`src/rtl/iamn_pkg.sv`:
```
// Shared types and constants for the image average and min-max stretch block.
package iamn_pkg;

	// Frame size and configuration register
	localparam int unsigned MAX_PIXELS_DEF = 65536;
	localparam int unsigned PIX_COUNT_W = 17;
	localparam logic [PIX_COUNT_W-1:0] PIX_COUNT_RST = 17'h10000;

	// Pixel range
	localparam int unsigned PIX_W = 8;
	localparam logic [PIX_W-1:0] PIX_MAX = 8'd255;

	// Command queue between front and back
	localparam int unsigned QUEUE_DEPTH = 4;
	localparam int unsigned QUEUE_PW = $clog2(QUEUE_DEPTH);

	// Input actions
	localparam logic ACT_LOAD = 1'b0;
	localparam logic ACT_EMIT = 1'b1;

	// Result status codes
	localparam logic STAT_OK = 1'b0;
	localparam logic STAT_NOT_READY = 1'b1;

	typedef struct packed {
		logic             action;
		logic [PIX_W-1:0] pixel_a;
		logic [PIX_W-1:0] pixel_b;
	} in_item_t;

	typedef struct packed {
		logic [PIX_W-1:0] pixel_out;
		logic             last_pixel;
		logic             status;
	} out_item_t;

	typedef enum logic [1:0] {
		CMD_WRITE,
		CMD_NOT_READY,
		CMD_READ
	} cmd_kind_t;

	// Work handed from the front to the back; the store address travels beside it
	typedef struct packed {
		cmd_kind_t        kind;
		logic             last;
		logic [PIX_W-1:0] pix;
		logic [PIX_W-1:0] fmin;
		logic [PIX_W-1:0] fmax;
	} cmd_t;

endpackage

```
`src/rtl/iamn_front.sv`:
```
// Front end: accepts items, tracks load and readout positions and the frame min/max.
module iamn_front #(
	parameter int unsigned MAX_PIXELS = iamn_pkg::MAX_PIXELS_DEF
) (
	input  logic                                clk,
	input  logic                                arst_n,
	input  logic                                item_valid,
	input  iamn_pkg::in_item_t                  item,
	input  logic [iamn_pkg::PIX_COUNT_W-1:0]    pixel_count,
	input  logic                                q_full,
	output logic                                push,
	output iamn_pkg::cmd_t                      push_cmd,
	output logic [((MAX_PIXELS > 1) ? $clog2(MAX_PIXELS) : 1)-1:0] push_addr
);

	localparam int unsigned AW = (MAX_PIXELS > 1) ? $clog2(MAX_PIXELS) : 1;
	localparam int unsigned CW = $clog2(MAX_PIXELS + 1);
	localparam int unsigned XW = (CW > iamn_pkg::PIX_COUNT_W) ? CW : iamn_pkg::PIX_COUNT_W;

	logic [iamn_pkg::PIX_W-1:0] min_q;
	logic [iamn_pkg::PIX_W-1:0] max_q;
	logic [CW-1:0]              loaded_q;
	logic [AW-1:0]              rd_idx_q;

	logic                       accept;
	logic [XW-1:0]              pc_x;
	logic [XW-1:0]              ec_x;
	logic [CW-1:0]              ec;
	logic                       complete;
	logic [iamn_pkg::PIX_W:0]   sum;
	logic [iamn_pkg::PIX_W-1:0] fused;
	logic [CW:0]                rd_next;
	logic                       last;

	assign accept = item_valid && !q_full;

	// Clamp the configured count to 1..MAX_PIXELS
	always_comb begin
		pc_x = XW'(pixel_count);
		if (pc_x == '0) begin
			ec_x = XW'(1);
		end else if (pc_x > XW'(MAX_PIXELS)) begin
			ec_x = XW'(MAX_PIXELS);
		end else begin
			ec_x = pc_x;
		end
	end
	assign ec       = ec_x[CW-1:0];
	assign complete = (loaded_q >= ec);

	// Fuse the pair and decide whether this is the last readout pixel
	assign sum     = {1'b0, item.pixel_a} + {1'b0, item.pixel_b};
	assign fused   = sum[iamn_pkg::PIX_W:1];
	assign rd_next = (CW + 1)'(rd_idx_q) + (CW + 1)'(1);
	assign last    = (rd_next >= {1'b0, ec});

	// Classify the item into a command for the back end
	always_comb begin
		push          = 1'b0;
		push_cmd.kind = iamn_pkg::CMD_WRITE;
		push_cmd.last = last;
		push_cmd.pix  = fused;
		push_cmd.fmin = min_q;
		push_cmd.fmax = max_q;
		push_addr     = rd_idx_q;
		if (accept) begin
			if (item.action == iamn_pkg::ACT_LOAD) begin
				push      = !complete;
				push_addr = loaded_q[AW-1:0];
			end else if (!complete) begin
				push          = 1'b1;
				push_cmd.kind = iamn_pkg::CMD_NOT_READY;
			end else begin
				push          = 1'b1;
				push_cmd.kind = iamn_pkg::CMD_READ;
			end
		end
	end

	// Advance counters, track extremes, rearm after the last pixel
	always_ff @(posedge clk or negedge arst_n) begin
		if (!arst_n) begin
			min_q    <= iamn_pkg::PIX_MAX;
			max_q    <= '0;
			loaded_q <= '0;
			rd_idx_q <= '0;
		end else if (accept) begin
			if (item.action == iamn_pkg::ACT_LOAD) begin
				if (!complete) begin
					if (fused < min_q) min_q <= fused;
					if (fused > max_q) max_q <= fused;
					loaded_q <= loaded_q + CW'(1);
				end
			end else if (complete) begin
				if (last) begin
					min_q    <= iamn_pkg::PIX_MAX;
					max_q    <= '0;
					loaded_q <= '0;
					rd_idx_q <= '0;
				end else begin
					rd_idx_q <= rd_idx_q + AW'(1);
				end
			end
		end
	end

endmodule

```
`config.mk`:
```
export PLATFORM = sky130hd
export DESIGN_NAME = iamn_front
export DESIGN_NICKNAME = d
export VERILOG_FILES = /design/src/rtl/iamn_pkg.sv /design/src/rtl/iamn_front.sv
export SDC_FILE = /design/constraint.sdc
export NUM_CORES = 1
export LEC_CHECK = 0
export BUFFER_PORTS_ARGS = -buffer_cell sky130_fd_sc_hd__buf_4
export CORE_MARGIN = 10
export CORE_UTILIZATION = 62
export CTS_BUF_LIST = sky130_fd_sc_hd__clkbuf_4
export CTS_CLUSTER_DIAMETER = 120
export DETAILED_ROUTE_END_ITERATION = 7
export PLACE_DENSITY = 0.88
export SETUP_SLACK_MARGIN = 0.4
export SYNTH_ARGS = -nofsm -noshare
export SYNTH_HDL_FRONTEND = slang
export SYNTH_SLANG_ARGS = --single-unit
export TNS_END_PERCENT = 30
```
`constraint.sdc`:
```
create_clock -name clk -period 5.8 [get_ports clk]
set_input_delay 0.29 -clock clk [delete_from_list [all_inputs] [get_ports clk]]
set_output_delay 0.29 -clock clk [all_outputs]
set_load 0.01 [all_outputs]
```
# == Yosys cells after proc, flatten, opt, wreduce, memory -nomap -nowiden ==
# Index checks and enable logic that the tools add are counted.
# word_totals
elab_cells,50
ff_bits,49
n_memories,0
rom_bits,0
latch_bits,0
ramBits,0
# op_classes
shifts,0
n_reduce_logical,10
div,0
n_addsub,4
order_cmp,5
n_mux,24
mul,0
eq_ne,3
n_bitwise,0
# op_table
op,count
$mux 17,6
$mux 8,10
$mux 16,3
$ge 17x17->1,2
$add 16x1->17 const B,1
$add 17x1->17 const B,1
$gt 17x17->1 const B,1
$logic_not 17->1,1
$add 16x1->16 const B,1
$reduce_and 5->1,2
$add 8x8->9,1
$gt 8x8->1,1
$lt 8x8->1,1
$mux 2,3
$ne 2x1->1 const B,2
$reduce_and 4->1,1
$reduce_bool 2->1,2
$reduce_and 3->1,1
$logic_not 1->1,2
$mux 1,2
$ne 2x2->1 const B,1
$logic_and 1x1->1,1

# == Logic depth before layout (Yosys ltp) ==
# logic_depth
word_depth,7
mapped_depth,18

# == Least setup slack after synthesis ==
# OpenSTA, ideal clock, no wires.
# synth_timing
path_kind,input-to-reg
startpoint,input port pixel_count[3] in the netlist's numbering
endpoint,register loaded_q[15]
setup_time_ns,0.066
setup_slack_ns,1.608
required_ns,5.734
cell_stages,17
arrival_time_ns,4.126
n_path_buf,3
path_cell_list,nor4_1 nand4_1 nand2_1 nand2_1 ha_1 nand2_1 or3_1 a211oi_1 or3_1 buf_2 inv_2 buf_2 ha_1 nor3_1 o211a_1 clkbuf_1 a22o_1
# synth_via
elab_chain_len,6
elab_cells_between_ends,10
classes_between,order compare: 3; eq/ne: 3; mux: 2; reduce/logical: 2
# synth_lines
item,line_no,text
start: declaration,iamn_front.sv:9,"input logic [iamn_pkg::PIX_COUNT_W-1:0] pixel_count,"
$gt 17x17->1,iamn_front.sv:42,end else if (pc_x > XW'(MAX_PIXELS)) begin
$mux 17,iamn_front.sv:42,
$mux 17 *,iamn_front.sv:40,if (pc_x == '0) begin
$ge 17x17->1 (on tied branches),"iamn_front.sv:49, iamn_front.sv:55",
$ne 2x1->1 (no source line) or $ne 2x2->1 (tied branches),--,
$reduce_and 4->1 (no source line) *,--,
end signal: assignment,iamn_front.sv:92,loaded_q <= loaded_q + CW'(1);
end: declaration,iamn_front.sv:22,logic [CW-1:0] loaded_q;
# Mark *: on every way between the ends. The rest lies on a longest branch, timed or not.
# A chain may end at the register's enable or synchronous reset.

# == Worst setup path after layout ==
# layout_timing
startpoint,input port pixel_count[11] in the netlist's numbering
endpoint,register loaded_q[0]
# The elaborated chain is that of the path after synthesis.

==> summary.md <==
| Metric | Value |
|---|---|
| Run status | finished clean |
| Hold Crit Class | input port to register |
| Maximum number of pins on one net before global-route repair | 50 |
| Largest driver fanout on the critical path | 19 |
| Max-cap violations | 0 |
| Initial core utilization | between 60 and 70% |
| Drt total wl | 12.2 mm |
| Count of endpoints failing setup in the final report | 0 |
| Final weighted congestion in routability-driven placement | 0.948 |
| Worst Skew | between 9 and 10 ps |
| CTS sink count | 49 |
| Input/output buffers | 81 |
| Critical path launch point | pixel_count[11] |
| Setup Fix Bufs, Post-CTS | 0 |
| Iteration-0 DRC count of the detailed router | 281 |
| Global-route wire length before repair | around 20 mm |
| Instance count of the mapped netlist | 505 |
| Post-layout power | 1.31 mW |
| Setup total negative slack | 0 ps |
| Chip height | 104 um |
| IO Pins | 82 |
| Routed length per placed instance | roughly 18 um |
| Bufs on Longest Clock Path | 2 |
| Max-slew headroom | between 20 and 30% |
| Ant diodes | 0 |
| Vias per std cell | 6.10 |
| Via count of the first global-routing pass | 4073 |
| Number of resized instances in the post-cts repair step | 0 |
| Data arrival time of the critical path | 5150 ps |
| Most common library cell in the layout ignoring fill and taps | buf_4 |
| Net count after synthesis | between 600 and 700 |
| Post-detail-place hpwl | 9.59 mm |
| Number of nets with antenna violations after routing | 0 |
| TritonCTS clock tree | built |
| Clock-pin slew on the worst setup and hold paths | 160 ps |
| Area growth, synth to finish | 18.8% |
| Total congestion overflow | 0 |
| Hold path startpoint | item[16] |
| Fillers | 480 |
| Clock insertion delay at the later pin of the skew report | 390 ps |
| Post-Synthesis Mean Instance Area | 8.69 um^2 |
| Sequential-to-total area share from yosys stat | approximately 28% |
| Fin. max-slew vios | 0 |
| Layout cell share with drive strength beyond 1 | 22.1% |
| Cell variety after synth | 48 |
| EDFF count, synth | 0 |
| Share of synthesized flip-flops with an asynchronous set or reset | 100% |
| Die Outline Area | 10800 um^2 |
| Total power per unit cell area | 251 nW/um^2 |
| Synth Warn # | 0 |
| Number of buffers added to fix hold violations after cts | 1 |
| Count of state elements after synthesis | slightly below 50 |
| Number of rows created at floorplan | 30 |
| Remaining design rule violation count | 0 |
| Root Driver | clkbuf_4 |
| Vias after detailed routing | around 4.1k |
| 1st-pass router iterations | 5 |
| Area of the mapped netlist | 4390 um^2 |
| Overall track demand over capacity in global routing | 21.7% |
| Startpoint type of the worst setup path | input port |
| Core box area | 6830 um^2 |
| Number of H-tree levels | 2 |
| Count of final hold-check violations | 0 |
| Maximum operating frequency | between 0.2 and 0.25 GHz |
| Fin nets | 682 |
| Classification of the worst setup path | input port to register |
| Critical path endpoint category | register |
| Final worst path period share | 83.0% |
| Leakage | approximately 2.7 nW |
| Commonest register cell after synthesis | dfrtp_1 |
| Final min period | 4810 ps |
| Die W | 104 um |
| Clock buffers created by TritonCTS | 5 |
| Peak supply drop | 0.147 mV |
| Launching point of the worst reg2reg path | rd_idx_q[5] |
| Setup repair after global routing missed its margin | false |
| Required time of the worst setup path | 6140 ps |
| Number of antenna violations at the first check in global routing | 0 |
| Slew @ Worst Pin | 1040 ps |
| Most used cells in the layout excluding fill and tap cells | buf_4 (87), nand2_1 (74), ha_1 (61) |
-- worst max-delay path, stage by stage --
cell and delay [ps]:
buf_4 120, nor4_1 540, nand4_1 210, nand2_1 340
nand2_1 160, ha_1 320, nand2_1 80, or3_1 390
a211oi_1 320, or3_1 410, inv_2 260, ha_1 270
nor3_2 590, o211a_1 590, mux2_2 250
-- sequential cells by signal (all words and copies together), names as in the netlist --
| name | cells |
|---|---|
| loaded_q | 17 |
| rd_idx_q | 16 |
| max_q | 8 |
| min_q | 8 |
-- layer usage --
layer  global-route usage, %  wire [um]  part of all wire [%]  vias to the layer above
met5                       0          0                     0                        -
met4                    6.46        251                   2.1                        0
met3                    3.72        721                   5.9                       32
met2                    36.3       5860                    48                      173
met1                    27.7       5390                    44                     1956
li1                        -          -                     -                     1982
-- path summary, 6_finish.rpt --
check	depth (start not counted)	slack [ps]	endpoint
max in group asynchronous	2	4890	rd_idx_q[8]
min in group asynchronous	2	450	max_q[6]
hold / removal	3	290	min_q[0]
setup / recovery	15	990	loaded_q[0]
hold reg to reg	2	500	rd_idx_q[8]
setup reg to reg	12	1410	loaded_q[0]
-- stage by stage --
stage          setup WS [ps]  hold WS, ps  utilization (%)  std cells  area (um^2)
2_1_floorplan           1610        -5.59                -        505         4390
3_3_place_gp            1030          355             74.6        670         5100
3_5_place_dp             780          366             74.6        670         5100
4_1_cts                 1150          275             76.3        679         5210
5_1_grt                  702          284             76.3        679         5210
6_report                 986          289             76.3        679         5210
-- cell families (layout without fill, tap and decap cells) --
logic type      after synthesis  count (layout)  share of synthesized area, %
simple gates                189             189                          20.3
compound gates              103             103                          17.6
fa+ha+maj                    62              62                          17.9
buf+inv                      51             129                          4.51
flops                        49              49                          28.2
mux                          32              32                          7.81
xor+xnor                     19              19                          3.79
-- area by class of cell --
class | instances | area (um^2) | area share, %
multi-input cells | 405 | 2960 | 56.8
inverters | 33 | 124 | 2.38
clock buffers | 5 | 37.5 | 0.720
flip-flops and latches | 49 | 1240 | 23.7
clock inverters | 3 | 68.8 | 1.32
well taps | 96 | 120 | 2.30
repair buffers | 88 | 663 | 12.7
-- cell usage after synthesis, types with 2 or more instances --
cell type / number / area share (%)
o21a_1: 3 / 0.51
a21oi_1: 20 / 2.3
nand2b_1: 4 / 0.57
mux2_2: 18 / 4.6
o221ai_1: 9 / 1.8
nand4_1: 17 / 2.4
buf_2: 2 / 0.23
nor3_1: 8 / 0.91
nand3_1: 14 / 1.6
dfrtp_1: 41 / 23
a22o_1: 14 / 2.8
o21bai_1: 3 / 0.51
o21ai_1: 3 / 0.34
o211ai_1: 8 / 1.4
mux2i_1: 14 / 3.2
xnor2_1: 11 / 2.2
a211oi_1: 4 / 0.68
nor2_1: 35 / 3.0
xor2_1: 8 / 1.6
o2bb2ai_1: 2 / 0.40
o21ai_0: 16 / 1.8
dfstp_2: 8 / 4.8
clkbuf_1: 14 / 1.2
nor4_1: 9 / 1.3
and2_1: 3 / 0.43
nand2_1: 74 / 6.3
and4_1: 2 / 0.40
ha_1: 61 / 17
a21o_1: 7 / 1.2
o31ai_1: 4 / 0.68
inv_1: 32 / 2.7
or3_1: 3 / 0.43
a21boi_0: 2 / 0.34
and3_1: 9 / 1.3
nor2b_1: 10 / 1.4
-- report_power, final --
group	switching, mW	internal (mW)	leakage, nW	total, mW
clock	0.126	0.136	0.0558	0.262
combinational	0.309	0.269	2.01	0.578
sequential	0.0552	0.416	0.636	0.471
total	0.490	0.820	2.71	1.31
Note: power is estimated with default switching activity, not from simulation.
