**config.mk**
```make
export PLATFORM = sky130hd
export DESIGN_NAME = iamn_queue
export DESIGN_NICKNAME = d
export VERILOG_FILES = /design/src/rtl/iamn_pkg.sv /design/src/rtl/iamn_queue.sv
export SDC_FILE = /design/constraint.sdc
export NUM_CORES = 1
export LEC_CHECK = 0
export BUFFER_PORTS_ARGS = -buffer_cell sky130_fd_sc_hd__buf_2
export CAP_MARGIN = 40
export CORE_ASPECT_RATIO = 0.7
export CORE_MARGIN = 3
export CORE_UTILIZATION = 35
export DETAILED_ROUTE_END_ITERATION = 10
export HOLD_SLACK_MARGIN = 0.02
export SKIP_LAST_GASP = 1
export SYNTH_ARGS = -nofsm -noshare
export SYNTH_HDL_FRONTEND = slang
export SYNTH_SLANG_ARGS = --single-unit
export TNS_END_PERCENT = 100
```
**constraint.sdc**
```tcl
create_clock -name clk -period 3.9 [get_ports clk]
set_input_delay 0.585 -clock clk [delete_from_list [all_inputs] [get_ports clk]]
set_output_delay 0.585 -clock clk [all_outputs]
set_load 0.005 [all_outputs]
```
**src/rtl/iamn_pkg.sv**
```systemverilog
// Shared types and constants for the image average and min-max stretch block.
package iamn_pkg;

	// Frame size and configuration register
	localparam int unsigned MAX_PIXELS_DEF = 65536;
	localparam int unsigned PIX_COUNT_W = 17;
	localparam logic [PIX_COUNT_W-1:0] PIX_COUNT_RST = 17'h10000;

	// Pixel range
	localparam int unsigned PIX_W = 8;
	localparam logic [PIX_W-1:0] PIX_MAX = 8'd255;

	// Command queue between front and back
	localparam int unsigned QUEUE_DEPTH = 4;
	localparam int unsigned QUEUE_PW = $clog2(QUEUE_DEPTH);

	// Input actions
	localparam logic ACT_LOAD = 1'b0;
	localparam logic ACT_EMIT = 1'b1;

	// Result status codes
	localparam logic STAT_OK = 1'b0;
	localparam logic STAT_NOT_READY = 1'b1;

	typedef struct packed {
		logic             action;
		logic [PIX_W-1:0] pixel_a;
		logic [PIX_W-1:0] pixel_b;
	} in_item_t;

	typedef struct packed {
		logic [PIX_W-1:0] pixel_out;
		logic             last_pixel;
		logic             status;
	} out_item_t;

	typedef enum logic [1:0] {
		CMD_WRITE,
		CMD_NOT_READY,
		CMD_READ
	} cmd_kind_t;

	// Work handed from the front to the back; the store address travels beside it
	typedef struct packed {
		cmd_kind_t        kind;
		logic             last;
		logic [PIX_W-1:0] pix;
		logic [PIX_W-1:0] fmin;
		logic [PIX_W-1:0] fmax;
	} cmd_t;

endpackage

```
**src/rtl/iamn_queue.sv**
```systemverilog
// Short command queue that decouples the front end from the back end.
module iamn_queue #(
	parameter int unsigned AW = 16
) (
	input  logic           clk,
	input  logic           arst_n,
	input  logic           push,
	input  iamn_pkg::cmd_t push_cmd,
	input  logic [AW-1:0]  push_addr,
	input  logic           pop,
	output logic           full,
	output logic           not_empty,
	output iamn_pkg::cmd_t pop_cmd,
	output logic [AW-1:0]  pop_addr
);

	localparam int unsigned PW = iamn_pkg::QUEUE_PW;
	localparam int unsigned DEPTH = iamn_pkg::QUEUE_DEPTH;

	iamn_pkg::cmd_t  cmd_q  [DEPTH];
	logic [AW-1:0]   addr_q [DEPTH];
	logic [PW-1:0]   wr_ptr_q;
	logic [PW-1:0]   rd_ptr_q;
	logic [PW:0]     count_q;
	logic            do_push;
	logic            do_pop;

	assign full      = (count_q == (PW + 1)'(DEPTH));
	assign not_empty = (count_q != '0);
	assign do_push   = push && !full;
	assign do_pop    = pop && not_empty;
	assign pop_cmd   = cmd_q[rd_ptr_q];
	assign pop_addr  = addr_q[rd_ptr_q];

	// Hold entries
	always_ff @(posedge clk) begin
		if (do_push) begin
			cmd_q[wr_ptr_q]  <= push_cmd;
			addr_q[wr_ptr_q] <= push_addr;
		end
	end

	// Advance pointers and occupancy
	always_ff @(posedge clk or negedge arst_n) begin
		if (!arst_n) begin
			wr_ptr_q <= '0;
			rd_ptr_q <= '0;
			count_q  <= '0;
		end else begin
			if (do_push) wr_ptr_q <= wr_ptr_q + PW'(1);
			if (do_pop) rd_ptr_q <= rd_ptr_q + PW'(1);
			if (do_push && !do_pop) begin
				count_q <= count_q + (PW + 1)'(1);
			end else if (do_pop && !do_push) begin
				count_q <= count_q - (PW + 1)'(1);
			end
		end
	end

endmodule

```
# ---- Word level (Yosys, flattened, before mapping)
# Memories as Yosys holds them, arrays and structs flattened.
# Index checks and enable logic that the tools add are counted.
dict set report totals {
  inputBits 47
  n_memories 2
  wordCells 23
  reg_bits 7
  out_inout_bits 45
  ramBits 172
}
# name words word_bits read_ports rd_ports_with_merged_regs write_ports line
set mem_list {}
lappend mem_list {cmd_q 4 27 1 0 1 iamn_queue.sv:20} ;# iamn_pkg::cmd_t cmd_q [DEPTH];
lappend mem_list {addr_q 4 16 1 0 1 iamn_queue.sv:21} ;# logic [AW-1:0] addr_q [DEPTH];
dict set report op_classes {
  reduce_logical 9
  n_eq_ne 1
  addsub 4
  mux 4
}
# cell n
set ops {}
lappend ops {{$mux W3} 2}
lappend ops {{$add A2 B1 Y2 const B} 2}
lappend ops {{$logic_and A1 B1 Y1} 4}
lappend ops {{$add A3 B1 Y3 const B} 1}
lappend ops {{$eq A3 B3 Y1 const B} 1}
lappend ops {{$logic_not A1 Y1} 3}
lappend ops {{$reduce_bool A3 Y1} 1}
lappend ops {{$sub A3 B1 Y3 const B} 1}
lappend ops {{$mux W1} 2}
lappend ops {{$reduce_bool A2 Y1} 1}

# ---- Depth between registers and ports, before layout
# Gate-level depths: netlist of the first run.
dict set report depth {
  depth_word 7
  mapped_depth 9
  mapped_depth_nobuf 8
}

# ---- Worst setup path before layout of the first run
# No wires, ideal clock.
dict set report synth_path {
  path_type {input -> register}
  start {input port push}
  end {memory addr_q[0][0] (enable)}
  path_slack_ns 1.589
  path_stages 3
  required_time_ns 3.495
  t_arrival_ns 1.906
  path_cell_list {nor2b_1 > buf_6 > and2_1}
}
dict set report synth_between {
  elab_chain_cells 3
}
# item line
set synth_rtl {}
lappend synth_rtl {{start: declaration} iamn_queue.sv:7} ;# input logic push,
lappend synth_rtl {{$logic_and A1 B1 Y1} iamn_queue.sv:30} ;# assign do_push = push && !full;
lappend synth_rtl {{via do_push} iamn_queue.sv:25} ;# logic do_push;
lappend synth_rtl {{$mux W1} iamn_queue.sv:37} ;# if (do_push) begin
lappend synth_rtl {{$mux W1 (implied by the code)} iamn_queue.sv:39} ;# addr_q[wr_ptr_q] <= push_addr;
lappend synth_rtl {{end: declaration} iamn_queue.sv:21}
# The timed path passes the listed nets, and every way through them passes these cells.

# ---- Final worst setup path of the first run
dict set report layout_path {
  start {register rd_ptr_q[0]}
  end {output port pop_addr[1]}
}
dict set report layout_between {
  elab_chain_cells 1
}
# item line
set layout_rtl {}
lappend layout_rtl {{start: declaration} iamn_queue.sv:23} ;# logic [PW-1:0] rd_ptr_q;
lappend layout_rtl {{start signal: assignment} iamn_queue.sv:51} ;# if (do_pop) rd_ptr_q <= rd_ptr_q + PW'(1);
lappend layout_rtl {{$mem_v2 Z4 W16} -}
lappend layout_rtl {{end: declaration} iamn_queue.sv:14} ;# output logic [AW-1:0] pop_addr
# No other way between the ends.

==> flow_summary_export.csv, run 1 <==
group,metric,value,unit
finish,layout-drive-gt1-share,46.07,%
floorplanning,design.core.area,18370,µm²
routing,drtIter0Drc,283,
setup_path,worstPathRequired,3.31,ns
power,comb_power_share,26.4,%
power,seqPwrFrac,46.3,%
routing,first_pass_iters,4,
setup_path,crit_type,"reg -> out",
cts,cts_resized,0,
sta,grt_setup_unrepaired,"no",
setup_path,worst_setup_path_start_kind,"flip-flop",
placement,hpwl,8211,µm
placement,portBuffers,91,
setup_path,worstPathMaxFanout,23,
power,p_per_area,747.7,nW/µm²
synthesis,yosysTopAreaCellShare,77.20,%
min_path,hp-class,"in -> reg",
finish,multi_input_area,1216,µm²
power,switching_share,27.85,%
finish,syn_to_final_growth,19.54,%
synthesis,ys_top_cells_by_area,"edfxtp_1 (77%), mux4_2 (13%), dfrtp_1 (2.6%)",
cts,ctsHoldBuffers,1,
grt,grt_pass1_wl,19110,µm
placement,placed_area,7423,µm²
routing,ant_nets,0,
setup_path,worst-endpoint-arrival,2.20,ns
sta,period_minus_slack,2.782,ns
synthesis,syn_area,6690,µm²
status,status,"finished clean",
routing,routed_wl,12700,µm
finish,seq_area,5345,µm²
floorplanning,num_rows,41,
synthesis,ys.warnings.count,0,
placement,gp_congestion,0.6891,
sta,max-slew-margin-rel,53.78,%
min_path,min-delay-start,"push_addr[15]",
routing,dr_total_vias,3064,
power,power.switching,1.665,mW
cts,cts-root-buf,"clkbuf_16",
sta,fin_skew,0.01128,ns
finish,finalNonFillerCells,618,
finish,nFillCells,1575,
finish,final_nets,423,
sta,period_share,71.33,%
floorplanning,die_x,171.2,µm
sta,setup_viol,0,
power,vdd_drop_max,0.0002841,V
finish,antenna_cells,0,
floorplanning,die_h,121.7,µm
synthesis,synth.distinct_cells,21,
cts,htreeDepth,4,
synthesis,synth_top_area_cell,"edfxtp_1",
power,clockPowerShare,27.3,%
grt,track_usage,12.55,%
setup_path,timing.rr.start,"count_q[2]$_DFFE_PN0P_",
sta,final_hold_viol_count,0,
routing,wl_per_cell,20.55,µm
synthesis,post_synth_inst_count,260,
synthesis,ys_seq_area_share,79.82,%
cts,clk_path_buf_depth,2,
power,finalPower,5.980,mW
synthesis,syn_nets,313,
grt,grt_overflow_total,0,
synthesis,synth-seq-cells,179,
sta,tns,0,ns
cts,cts_tree,"built",
setup_path,critPathCaptureType,"output port",
floorplanning,initial_core_util,36.43,%
routing,route.detailed.drc,0,
sta,hold_ws,0.3884,ns
power,leakage,2.759,nW
setup_path,startpoint,"rd_ptr_q[0]$_DFFE_PN0P_",
cts,cts.sinks,179,
cts,cts_inserted_buffers,17,
finish,fin_area,7998,µm²
cts,clkLatencyLatePin,0.41,ns
placement,place_inst,586,
grt,grt_pass1_vias,3257,
cts,post_cts_buffers,0,
synthesis,avgSynthCellArea,25.73,µm²
sta,max_freq,359.5,MHz
floorplanning,die-area,20840,µm²
cts,clk_pin_slew,0.07,ns
power,p_int,4.315,mW
grt,grt_max_degree,25,
job,maxCapViolations,0,
sta,max_slew.worst_pin.slew,0.6932,ns
routing,drt-vias-per-instance,4.958,
sta,slew_viol_final,0,
floorplanning,pin_count,92,
grt,antenna_found_initial,1,
## path summary, 6_finish.rpt
check / slack [ns] / cells after the start / end
worst max-delay path: 1.12 / 3 / pop_addr[1]
worst min-delay path: 0.39 / 1 / addr_q[0][15]$_DFFE_PP_
worst max register to register: 1.53 / 4 / cmd_q[0][25]$_DFFE_PP_
worst min register to register: 0.51 / 1 / count_q[2]$_DFFE_PN0P_
max in group asynchronous: 3.18 / 2 / rd_ptr_q[1]$_DFFE_PN0P_
min in group asynchronous: 0.54 / 2 / count_q[2]$_DFFE_PN0P_
## registers in the layout, summed over array words and instances, names as in the netlist
register / flops
addr_q: 64
cmd_q: 108
count_q: 3
rd_ptr_q: 2
wr_ptr_q: 2
## cells in the mapped netlist, drive strengths merged
master	instances
and2	4
buf	11
dfrtp	7
edfxtp	172
fa	1
ha	5
inv	3
mux2	2
mux4	43
nand2	1
nand3	1
nor2	1
nor2b	1
nor3b	1
or3	1
xnor2	4
xor2	2
## power groups by stage
| stage | clock [mW] | combinational [mW] | sequential [mW] |
|---|---|---|---|
| detailed placement | 0 | 1.61 | 2.82 |
| floorplan | 0 | 1.13 | 2.66 |
| global route | 1.76 | 1.71 | 2.82 |
| finish | 1.63 | 1.58 | 2.77 |
| CTS | 1.67 | 1.62 | 2.79 |
| global placement | 0 | 1.43 | 2.93 |
## critical path, cell delays in order, from the launching register on
cell and delay [ns]:
dfrtp_4 0.74, buf_12 0.29, mux4_1 0.59, buf_2 0.15
## cell families after synthesis
logic type	count (synthesis)	share of synthesized area (%)
buffers and inverters	14	2.076
AND/OR/NAND/NOR	10	0.9350
multiplexers	45	15.15
XOR/XNOR	6	0.7855
flip-flops	179	79.82
adder cells (fa/ha/maj)	6	1.234
## cell type report
cell class                 instances  share of cell area [%]
sequential                       179                   66.83
clock inverter                    13                   1.690
tap                              236                   3.692
multi-input combinational         67                   15.21
timing repair buffer             102                   7.071
clock buffer                      18                   5.366
inverter                           3                  0.1408
## cell usage in the layout, fill, tap and decap left out
cell | netlist | routed
dfrtp_1 | 7 | 5
nor2_1 | 1 | 1
clkinv_4 | 0 | 2
ha_1 | 5 | 5
bufinv_16 | 0 | 2
mux2_2 | 1 | 1
clkinv_1 | 0 | 2
buf_4 | 0 | 8
mux4_2 | 38 | 38
edfxtp_1 | 172 | 172
xor2_1 | 2 | 2
clkinv_2 | 0 | 2
dfrtp_2 | 0 | 1
mux2_4 | 1 | 1
nand3_1 | 1 | 1
nand2_1 | 1 | 1
and2_2 | 0 | 4
inv_1 | 3 | 3
clkbuf_1 | 0 | 1
clkbuf_16 | 0 | 17
mux4_1 | 5 | 5
buf_2 | 5 | 91
buf_12 | 4 | 2
dlygate4sd3_1 | 0 | 1
or3_1 | 1 | 1
dfrtp_4 | 0 | 1
nor2b_1 | 1 | 1
nor3b_2 | 1 | 1
xnor2_1 | 4 | 4
clkinvlp_4 | 0 | 3
fa_1 | 1 | 1
inv_6 | 0 | 2
## through the flow
stage          setup slack [ns]  utilization (%)
2_1_floorplan             1.589                -
4_1_cts                   1.036            43.55
3_5_place_dp              1.381            40.42
5_1_grt                  0.9942            43.55
6_report                  1.118            43.55
3_3_place_gp              1.374            40.20
## metal layers
| layer | part of all wire, % | up-vias | global-route usage, % |
|---|---|---|---|
| li1 | - | 1320 | - |
| met2 | 47 | 86 | 19.45 |
| met4 | 0.71 | 2 | 3.920 |
| met1 | 47 | 1644 | 17.76 |
| met5 | 0.055 | - | 0 |
| met3 | 4.8 | 12 | 3.049 |
Note: power is estimated with default switching activity, not from simulation.
==> run 2: changes to the inputs <==
clock period = 2.58 ns   (was 3.9 ns; I/O delays follow)
==> run 2 against run 1 <==
- critical path depth stayed put
- largest cell class unchanged
- core utilization grew 0.19 points
- register-to-register slack lost 1.1 ns
- via count decreased by 1.6%
- combinational power up 61%
- first-iteration DRC count shrank 7.1%
- clock skew decreased by 0.0049 ns
- power grew 52%
- largest power group unchanged
==> flow_summary_export.csv, run 2 (synthesis gave the netlist of run 1 again) <==
group,metric,value,unit
status,status,"finished clean",
cts,clkLatencyLatePin,0.42,ns
cts,post_cts_buffers,0,
floorplanning,die-area,20840,µm²
grt,grt_pass1_wl,18490,µm
placement,hpwl,7356,µm
cts,cts.sinks,179,
routing,drtIter0Drc,263,
finish,antenna_cells,0,
power,vdd_drop_max,0.0006500,V
power,seqPwrFrac,44.4,%
sta,max_freq,424.9,MHz
routing,ant_nets,0,
placement,placed_area,7446,µm²
finish,layout-drive-gt1-share,45.60,%
grt,track_usage,12.20,%
power,finalPower,9.082,mW
finish,layout_common_cells,"edfxtp_1 (172), buf_2 (91), mux4_2 (38)",
power,leakage,2.783,nW
routing,dr_total_vias,3014,
sta,grt_setup_unrepaired,"no",
power,comb_power_share,27.9,%
routing,drt-vias-per-instance,4.846,
job,maxCapViolations,0,
routing,wl_per_cell,19.38,µm
routing,first_pass_iters,4,
sta,setup_viol,0,
finish,finalNonFillerCells,622,
finish,final_common_cell,"edfxtp_1",
setup_path,crit_type,"reg -> out",
sta,final_hold_viol_count,0,
cts,cts-root-buf,"clkbuf_16",
finish,final_nets,426,
cts,cts_resized,0,
sta,period_share,91.23,%
floorplanning,pin_count,92,
placement,gp_congestion,0.7457,
floorplanning,design.core.area,18370,µm²
floorplanning,die_h,121.7,µm
placement,place_inst,589,
routing,route.detailed.drc,0,
grt,grt_pass1_vias,3252,
sta,max-slew-margin-rel,74.08,%
sta,tns,0,ns
setup_path,critPathCaptureType,"output port",
routing,routed_wl,12060,µm
min_path,hp-class,"in -> reg",
grt,grt_max_degree,24,
finish,fin_area,8033,µm²
cts,ctsHoldBuffers,1,
finish,syn_to_final_growth,20.07,%
floorplanning,die_x,171.2,µm
setup_path,worstPathMaxFanout,19,
sta,fin_skew,0.006378,ns
placement,portBuffers,91,
floorplanning,initial_core_util,36.43,%
cts,cts_tree,"built",
finish,utilization,43.74,%
power,p_per_area,1131,nW/µm²
finish,largest_reg_flops,108,
grt,grt_overflow_total,0,
grt,antenna_found_initial,1,
sta,max_slew.worst_pin.slew,0.3889,ns
power,switching_share,26.85,%
finish,nFillCells,1581,
sta,period_minus_slack,2.354,ns
power,power.switching,2.439,mW
setup_path,worst-endpoint-arrival,1.97,ns
finish,top_register,"cmd_q",
setup_path,worstPathRequired,2.19,ns
cts,cts_inserted_buffers,17,
floorplanning,num_rows,41,
power,p_int,6.643,mW
cts,clk_path_buf_depth,2,
cts,clk_pin_slew,0.06,ns
placement,preCtsSetupSlack,0.4487,ns
sta,slew_viol_final,0,
setup_path,worst_setup_path_start_kind,"flip-flop",
cts,htreeDepth,4,
sta,hold_ws,0.1706,ns
finish,reg_top3,"cmd_q: 108 flops, addr_q: 64 flops, count_q: 3 flops",
sta,fin_ws,0.2263,ns
power,clockPowerShare,27.7,%
==> run 2: worst paths after layout <==
| kind | from | endpoint | slack (ns) | cells after the start |
|---|---|---|---|---|
| min in group asynchronous | arst_n | count_q[0]$_DFFE_PN0P_ | 0.34 | 2 |
| setup reg to reg | count_q[0]$_DFFE_PN0P_ | count_q[2]$_DFFE_PN0P_ | 0.46 | 8 |
| setup / recovery | rd_ptr_q[0]$_DFFE_PN0P_ | pop_addr[1] | 0.23 | 3 |
| hold / removal | push_cmd[24] | cmd_q[0][24]$_DFFE_PP_ | 0.17 | 1 |
| hold reg to reg | count_q[2]$_DFFE_PN0P_ | count_q[2]$_DFFE_PN0P_ | 0.50 | 1 |
| max in group asynchronous | arst_n | rd_ptr_q[0]$_DFFE_PN0P_ | 2.06 | 2 |
==> run 2: layer usage <==
metal / track usage (%) / wire, µm / up-vias
met3: 5.092 / 843 / 17
met1: 15.67 / 5192 / 1564
met2: 19.30 / 5845 / 106
met4: 3.367 / 164 / 2
met5: 0 / 8 / -
li1: - / - / 1325
==> run 2: final cells by class <==
cell class	instances	area (µm²)	share of cell area, %
sequential	179	5345	66.54
multi-input combinational	67	1216	15.14
timing repair buffer	105	588.1	7.321
clock buffer	21	440.4	5.483
tap	236	295.3	3.676
clock inverter	11	136.4	1.698
inverter	3	11.26	0.1402
==> run 2: worst max-delay path: stages (launching register included) <==
cell and delay (ns):
dfrtp_4 0.52, buf_12 0.23, mux4_1 0.62, buf_2 0.16
==> run 2: power groups by stage <==
stage,Sequential [mW],Combinational (mW),Clock (mW)
global route,4.09,2.80,2.72
CTS,4.05,2.64,2.57
finish,4.03,2.54,2.51
global placement,4.07,2.59,0
floorplan,4.03,1.71,0
detailed placement,4.11,2.63,0
